### config.mk
export PLATFORM = sky130hd
export DESIGN_NAME = url_query_parameter_extractor
export DESIGN_NICKNAME = d
export VERILOG_FILES = /design/src/rtl/core/uqpe_pkg.sv /design/src/rtl/core/url_query_parameter_extractor.sv
export SDC_FILE = /design/constraint.sdc
export NUM_CORES = 1
export LEC_CHECK = 0
export BUFFER_PORTS_ARGS = -buffer_cell sky130_fd_sc_hd__buf_4
export CAP_MARGIN = 10
export CORE_MARGIN = 2
export CORE_UTILIZATION = 40
export DETAILED_ROUTE_END_ITERATION = 8
export GPL_ROUTABILITY_DRIVEN = 0
export PLACE_DENSITY = 0.66
export SYNTH_ARGS = -nofsm -noshare
export SYNTH_HDL_FRONTEND = slang
export SYNTH_SLANG_ARGS = --single-unit
### constraint.sdc
create_clock -name clk -period 6 [get_ports clk]
set_clock_uncertainty 0.2 [all_clocks]
set_input_delay 0.3 -clock clk [delete_from_list [all_inputs] [get_ports clk]]
set_output_delay 0.3 -clock clk [all_outputs]
set_load 0.01 [all_outputs]
### src/rtl/core/uqpe_pkg.sv
// shared types, constants and helpers of the url query parameter extractor
package uqpe_pkg;

  localparam int MAX_NAME_LEN = 8;
  localparam int NAME_W       = 8 * MAX_NAME_LEN;
  localparam int NPOS_W       = $clog2(MAX_NAME_LEN + 1);
  localparam int NSEL_W       = (MAX_NAME_LEN > 1) ? $clog2(MAX_NAME_LEN) : 1;
  localparam int Q_DEPTH      = 4;
  localparam int Q_PTR_W      = $clog2(Q_DEPTH);
  localparam int Q_CNT_W      = $clog2(Q_DEPTH + 1);

  localparam logic [7:0] CH_PLUS    = 8'h2B;
  localparam logic [7:0] CH_PERCENT = 8'h25;
  localparam logic [7:0] CH_AMP     = 8'h26;
  localparam logic [7:0] CH_EQUALS  = 8'h3D;
  localparam logic [7:0] CH_SPACE   = 8'h20;

  typedef enum logic [1:0] {
    CFG_NAME_CHARS  = 2'd0,
    CFG_NAME_LENGTH = 2'd1,
    CFG_BUFFER_SIZE = 2'd2
  } cfg_idx_t;

  typedef enum logic [1:0] {
    ST_FOUND     = 2'd0,
    ST_NOT_FOUND = 2'd1,
    ST_TOO_LONG  = 2'd2
  } status_t;

  typedef enum logic [5:0] {
    PH_MATCH = 6'b000001,
    PH_SKIP  = 6'b000010,
    PH_VALUE = 6'b000100,
    PH_ESC1  = 6'b001000,
    PH_ESC2  = 6'b010000,
    PH_DONE  = 6'b100000
  } phase_t;

  typedef enum logic {
    KIND_BYTE   = 1'b0,
    KIND_STATUS = 1'b1
  } kind_t;

  typedef struct packed {
    kind_t      kind;
    logic [7:0] value_byte;
    status_t    status;
    logic       last_item;
  } item_t;

  // loose hex conversion, wraps modulo 256
  function automatic logic [7:0] hex_digit(input logic [7:0] c);
    logic [7:0] v;
    if (c < 8'h3A) v = c - 8'h30;
    else if (c > 8'h60) v = c - 8'h57;
    else v = c - 8'h37;
    return v;
  endfunction

endpackage

### src/rtl/core/url_query_parameter_extractor.sv
// top level: query string field matcher and percent decoder with result queue
//
// Takes one query string byte per request and can take a request in every cycle. A byte
// is handled in the cycle it is accepted: the name match, '+' and '%' decoding and the
// length check are short logic from the phase registers to a 4-entry result queue. Most
// requests give zero or one result; the byte marked end_of_string gives its decoded byte
// (if any) and then the status result with tlast. in_tready is high while the queue
// has room for two results, so with out_tready held high the input never stalls; a stall
// on the output side stops the input once three results are waiting. Configuration
// writes are always taken (cfg_ready is tied high) and apply from the next byte.
module url_query_parameter_extractor
  import uqpe_pkg::*;
(
  input  logic        clk,
  input  logic        rst_n,
  input  logic        in_tvalid,
  output logic        in_tready,
  input  logic [7:0]  in_tdata,   // [7:0] data_byte
  input  logic        in_tlast,   // end_of_string
  output logic        out_tvalid,
  input  logic        out_tready,
  output logic [15:0] out_tdata,  // [7:0] value_byte, [9:8] status, [15:10] zero
  output logic        out_tuser,  // item_kind
  output logic        out_tlast,  // last_item
  input  logic        cfg_valid,
  output logic        cfg_ready,
  input  logic [1:0]  cfg_index,
  input  logic [63:0] cfg_data
);

  // configuration
  logic [NAME_W-1:0] name_chars_r;
  logic [3:0]        name_length_r;
  logic [7:0]        buffer_size_r;

  // per-string state
  phase_t            phase_r, phase_nxt;
  logic [NPOS_W-1:0] name_pos_r, name_pos_nxt;
  logic [7:0]        high_digit_r, high_digit_nxt;
  logic [7:0]        emitted_r, emitted_nxt;
  status_t           outcome_r, outcome_nxt;

  // result queue
  item_t              q_mem [Q_DEPTH];
  logic [Q_PTR_W-1:0] wr_ptr_r, rd_ptr_r;
  logic [Q_CNT_W-1:0] count_r, count_nxt;

  logic              in_fire, out_fire;
  logic [NPOS_W-1:0] len;
  logic [7:0]        name_ch;
  logic              emit_req, emit_v;
  logic [7:0]        emit_b;
  logic [7:0]        esc_byte;
  item_t             push0, push1;
  logic              push0_v, push1_v;

  assign cfg_ready = 1'b1;
  assign in_fire   = in_tvalid && in_tready;
  assign out_fire  = out_tvalid && out_tready;
  assign in_tready = count_r <= Q_CNT_W'(Q_DEPTH - 2);

  always_ff @(posedge clk) begin
    if (!rst_n) begin
      name_chars_r  <= '0;
      name_length_r <= 4'd1;
      buffer_size_r <= 8'd33;
    end else if (cfg_valid) begin
      unique case (cfg_index)
        CFG_NAME_CHARS:  name_chars_r  <= cfg_data[NAME_W-1:0];
        CFG_NAME_LENGTH: name_length_r <= cfg_data[3:0];
        CFG_BUFFER_SIZE: buffer_size_r <= cfg_data[7:0];
        default: ;
      endcase
    end
  end

  assign len = (name_length_r > 4'(MAX_NAME_LEN)) ? NPOS_W'(MAX_NAME_LEN)
                                                  : NPOS_W'(name_length_r);
  assign name_ch  = name_chars_r[8*name_pos_r[NSEL_W-1:0] +: 8];
  assign esc_byte = {high_digit_r[3:0], 4'b0000} + hex_digit(in_tdata);

  always_comb begin
    phase_nxt      = phase_r;
    name_pos_nxt   = name_pos_r;
    high_digit_nxt = high_digit_r;
    emitted_nxt    = emitted_r;
    outcome_nxt    = outcome_r;
    emit_req       = 1'b0;
    emit_b         = in_tdata;

    unique case (phase_r)
      PH_MATCH: begin
        if (name_pos_r < len) begin
          if (in_tdata == name_ch) name_pos_nxt = name_pos_r + 1'b1;
          else if (in_tdata == CH_AMP) name_pos_nxt = '0;
          else phase_nxt = PH_SKIP;
        end else if (in_tdata == CH_EQUALS) begin
          if (buffer_size_r == 8'd0) begin
            outcome_nxt = ST_TOO_LONG;
            phase_nxt   = PH_DONE;
          end else begin
            outcome_nxt = ST_FOUND;
            phase_nxt   = PH_VALUE;
          end
        end else if (in_tdata == CH_AMP) begin
          name_pos_nxt = '0;
        end else begin
          phase_nxt = PH_SKIP;
        end
      end
      PH_SKIP: begin
        if (in_tdata == CH_AMP) begin
          phase_nxt    = PH_MATCH;
          name_pos_nxt = '0;
        end
      end
      PH_VALUE: begin
        if (in_tdata == CH_AMP) begin
          phase_nxt = PH_DONE;
        end else if (in_tdata == CH_PERCENT && emitted_r < buffer_size_r) begin
          phase_nxt = PH_ESC1;
        end else begin
          // plain byte, '+', or an overfull buffer (handled below)
          emit_req = 1'b1;
          emit_b   = (in_tdata == CH_PLUS) ? CH_SPACE : in_tdata;
        end
      end
      PH_ESC1: begin
        high_digit_nxt = hex_digit(in_tdata);
        phase_nxt      = PH_ESC2;
      end
      PH_ESC2: begin
        phase_nxt = PH_VALUE;
        emit_req  = 1'b1;
        emit_b    = esc_byte;
      end
      PH_DONE: ;
      default: ;
    endcase

    emit_v = 1'b0;
    if (emit_req) begin
      if (emitted_r >= buffer_size_r) begin
        outcome_nxt = ST_TOO_LONG;
        phase_nxt   = PH_DONE;
      end else begin
        emit_v      = 1'b1;
        emitted_nxt = emitted_r + 8'd1;
        if (emitted_nxt >= buffer_size_r) begin
          outcome_nxt = ST_TOO_LONG;
          phase_nxt   = PH_DONE;
        end
      end
    end
  end

  // the byte result goes first, the status result after it
  always_comb begin
    push0.kind       = KIND_BYTE;
    push0.value_byte = emit_b;
    push0.status     = ST_FOUND;
    push0.last_item  = 1'b0;
    push1.kind       = KIND_STATUS;
    push1.value_byte = 8'd0;
    push1.status     = outcome_nxt;
    push1.last_item  = 1'b1;
    if (!emit_v) push0 = push1;
    push0_v = in_fire && (emit_v || in_tlast);
    push1_v = in_fire && emit_v && in_tlast;
  end

  always_ff @(posedge clk) begin
    if (!rst_n) begin
      phase_r      <= PH_MATCH;
      name_pos_r   <= '0;
      high_digit_r <= '0;
      emitted_r    <= '0;
      outcome_r    <= ST_NOT_FOUND;
    end else if (in_fire) begin
      if (in_tlast) begin
        phase_r      <= PH_MATCH;
        name_pos_r   <= '0;
        high_digit_r <= '0;
        emitted_r    <= '0;
        outcome_r    <= ST_NOT_FOUND;
      end else begin
        phase_r      <= phase_nxt;
        name_pos_r   <= name_pos_nxt;
        high_digit_r <= high_digit_nxt;
        emitted_r    <= emitted_nxt;
        outcome_r    <= outcome_nxt;
      end
    end
  end

  always_comb begin
    count_nxt = count_r + Q_CNT_W'(push0_v) + Q_CNT_W'(push1_v) - Q_CNT_W'(out_fire);
  end

  always_ff @(posedge clk) begin
    if (!rst_n) begin
      wr_ptr_r <= '0;
      rd_ptr_r <= '0;
      count_r  <= '0;
    end else begin
      wr_ptr_r <= wr_ptr_r + Q_PTR_W'(push0_v) + Q_PTR_W'(push1_v);
      rd_ptr_r <= rd_ptr_r + Q_PTR_W'(out_fire);
      count_r  <= count_nxt;
    end
  end

  always_ff @(posedge clk) begin
    if (push0_v) q_mem[wr_ptr_r] <= push0;
    if (push1_v) q_mem[wr_ptr_r + 1'b1] <= push1;
  end

  assign out_tvalid = count_r != '0;
  assign out_tdata  = {6'd0, q_mem[rd_ptr_r].status, q_mem[rd_ptr_r].value_byte};
  assign out_tuser  = q_mem[rd_ptr_r].kind;
  assign out_tlast  = q_mem[rd_ptr_r].last_item;

  // queue never overflows
  a_queue_bound: assert property (@(posedge clk) disable iff (!rst_n)
    count_r <= Q_CNT_W'(Q_DEPTH))
    else $error("result queue overflow");

  // end of string returns the matcher to its start state
  a_string_restart: assert property (@(posedge clk) disable iff (!rst_n)
    in_fire && in_tlast |=> phase_r == PH_MATCH && name_pos_r == '0 &&
                            emitted_r == '0 && outcome_r == ST_NOT_FOUND)
    else $error("state not cleared after end of string");

  // second escape digit only after the first, or while waiting for it
  a_esc_order: assert property (@(posedge clk) disable iff (!rst_n)
    phase_r == PH_ESC2 |-> $past(phase_r) == PH_ESC1 || $past(phase_r) == PH_ESC2)
    else $error("escape phase out of order");

  // status results always close the string
  a_status_last: assert property (@(posedge clk) disable iff (!rst_n)
    out_tvalid && out_tuser == KIND_STATUS |-> out_tlast)
    else $error("status result without tlast");

  // name position never passes the name length cap
  a_name_pos: assert property (@(posedge clk) disable iff (!rst_n)
    name_pos_r <= NPOS_W'(MAX_NAME_LEN))
    else $error("name position out of range");

endmodule

==> results_dict.tcl <==
set metrics [dict create \
    status "finished clean" \
    intPower_mw 1.96 \
    worstSetupPathType "reg -> reg" \
    yosys_warnings 0 \
    end_kind "register" \
    wl_per_cell_um 15.6 \
    clock.fmax_mhz 245 \
    post_cts.repair.setup_buffers 0 \
    row_count 52 \
    grt.overflow.total 0 \
    worst_pin_slew_ns 0.879 \
    firstDrtPassIters 8 \
    slew_headroom_pct 41.4 \
    hold_viol_final 0 \
    grt_max_degree 105 \
    nNetsFinal 1178 \
    startpoint_type "register" \
    cts_max_path_buffers 2 \
    avgViaCountPerCell 5.24 \
    hpwl_mm 14.4 \
    fin_crit_ns 4.09 \
    antenna_found_initial 0 \
    drcViolationCount 0 \
    holdWs_ns 0.0338 \
    cts_root_buf "clkbuf_16" \
    peakVddDrop_mv 0.136 \
    switching_power_uw 804 \
    ys_ff_latch 151 \
    ys_types 69 \
    num_vias 7035 \
    syn_to_final_growth_pct 25.0 \
    pre_cts_slack_ns 1.89 \
    wl_mm 20.9 \
    finalSetupViolations 0 \
    clkSinkCount 151 \
    ant_nets 0 \
    die_area_sq_um 22100 \
    cp.required_ns 6.12 \
    setup_tns_ns 0 \
    period_share_pct 68.1 \
    seqPwrFrac_pct 40.6 \
    rsz0062_at_grt "false" \
    p_per_area_nw_per_um2 265 \
    cts_buffers 17 \
    yosysSeqAreaShare_pct 37.1 \
    cts_tree "built" \
    avgSynthCellArea_sq_um 8.96 \
    synth_ff_type "dfxtp_1" \
    crit_path_max_fanout 11 \
    finalMaxSlewViolations 0 \
    p_comb_share_pct 18.6 \
    layout_commonest_cell "nand2_1" \
    critical_path_arrival_ns 4.21 \
    syn-instance-count 933 \
    mostFrequentLayoutCells "198 x nand2_1, 143 x dfxtp_1, 97 x buf_4" \
    port_buffers 93 \
    grt_pass1_wl_mm 34.9 \
    ys_async_sr_fraction_pct 0 \
    synth-edff-count 8 \
    netlist_area_sq_um 8360 \
    num_io_pins 101 \
    holdCritPathClass "in -> reg" \
    die_width_um 149 \
    clk_pin_slew_ns 0.07 \
    sw_frac_of_total_pct 29.1 \
    drt_iter0_markers 307 \
    p_leak_nw 4.01 \
    fin_ws_ns 1.91 \
    grt.total_usage_pct 19.6 \
    htree_levels 4 \
    core_sq_um 20400 \
    maxCapViolations 0 \
    grt_pass1_vias 6980 \
    clk_latency_ns 0.43 \
    n_antenna_cell 0 \
    die_h_um 149 \
    initial_utilization_pct 41.0 \
    drive_gt1_share_pct 16.2 \
    pwr-share-clk_pct 40.9 \
    ff2ff_setup_slack_ns 1.91 \
]
cell usage after synthesis, drive strengths merged (8+ instances only):
master | count | area [sq um]
a21boi | 72 | 541
xor2 | 8 | 70.1
mux2i | 58 | 581
or3 | 9 | 56.3
inv | 38 | 145
ha | 34 | 425
a22oi | 9 | 67.6
a21o | 8 | 60.1
o21ai | 30 | 154
edfxtp | 8 | 240
nor3 | 15 | 141
dfxtp | 143 | 2860
nand4 | 9 | 56.3
clkbuf | 36 | 135
a21oi | 26 | 141
mux4 | 23 | 518
and2 | 15 | 93.8
nand2 | 198 | 743
buf | 22 | 135
xnor2 | 19 | 166
nor2b | 18 | 113
nand3 | 14 | 70.1
nor2 | 31 | 116
power by group through the flow:
stage,registers (mW),logic (mW),clock network [mW]
after floorplan,1.11,0.355,0
after global placement,1.14,0.473,0
after detailed placement,1.15,0.476,0
after CTS,1.12,0.512,1.15
after global routing,1.13,0.570,1.19
final,1.12,0.513,1.13
stage by stage:
stage                     area (sq um)  power (mW)  instances  util [%]
after detailed placement          9180        1.62       1247      45.1
after CTS                        10400        2.78       1343      51.3
after global routing             10400        2.89       1343      51.3
after global placement            9180        1.62       1247      45.1
final                            10400        2.76       1343      51.3
after floorplan                   8370        1.46        938         -
registers in the layout (all words and copies together), names as in the netlist, 3 cells and up:
name and flops:
name_chars_r 64, q_mem 44, buffer_size_r 8, emitted_r 8
phase_r 6, high_digit_r 4, name_length_r 4, name_pos_r 4
count_r 3
kinds of logic (layout without fill, tap and decap cells):
kind of cell | Yosys count | after routing | synth area share, %
simple gates | 347 | 347 | 20.0
compound gates | 190 | 190 | 15.8
flops | 151 | 151 | 37.1
buf+inv | 97 | 232 | 5.02
mux | 81 | 81 | 13.1
fa+ha+maj | 38 | 38 | 6.05
xor+xnor | 27 | 27 | 2.83
other cells | 2 | 7 | 0.0899
critical path: stages (launching register included):
cell     delay, ns
dfxtp_1       0.36
or4_4         0.55
nor3_4        0.38
a21oi_1       0.19
or3_1         0.53
a21oi_4       0.26
inv_4         0.13
ha_1          0.30
inv_1         0.05
fa_1          0.38
fa_1          0.39
xnor2_1       0.13
and2_1        0.15
path summary, 6_finish.rpt:
kind	start	end	depth (start not counted)
worst min register to register	outcome_r[0]$_SDFFE_PN1P_	outcome_r[0]$_SDFFE_PN1P_	1
worst max register to register	phase_r[0]$_SDFFE_PN1P_	count_r[2]$_SDFF_PN0_	12
worst max-delay path	phase_r[0]$_SDFFE_PN1P_	count_r[2]$_SDFF_PN0_	12
worst min-delay path	cfg_index[0]	name_chars_r[5]$_SDFFE_PN0P_	4
repair_timing:
action | 4_1_cts | 5_1_grt
hold buffers | 64 | 0
gates resized for setup | 0 | 0
endpoints found under the hold margin | 76 | 0
metal layers:
metal  GRT usage [%]  routed length [um]
met5               0                   0
met3            4.26                 949
met4            5.95                 350
met1            25.2                9410
met2            33.2               10200
area by class of cell:
class	count	area [sq um]
clock buffers	17	425
clock inverters	15	201
fillers	1863	9920
inverters	39	149
multi-input cells	690	4860
flip-flops and latches	151	3100
well taps	270	338
repair buffers	161	1370
Power figures use the tool's default switching activity.
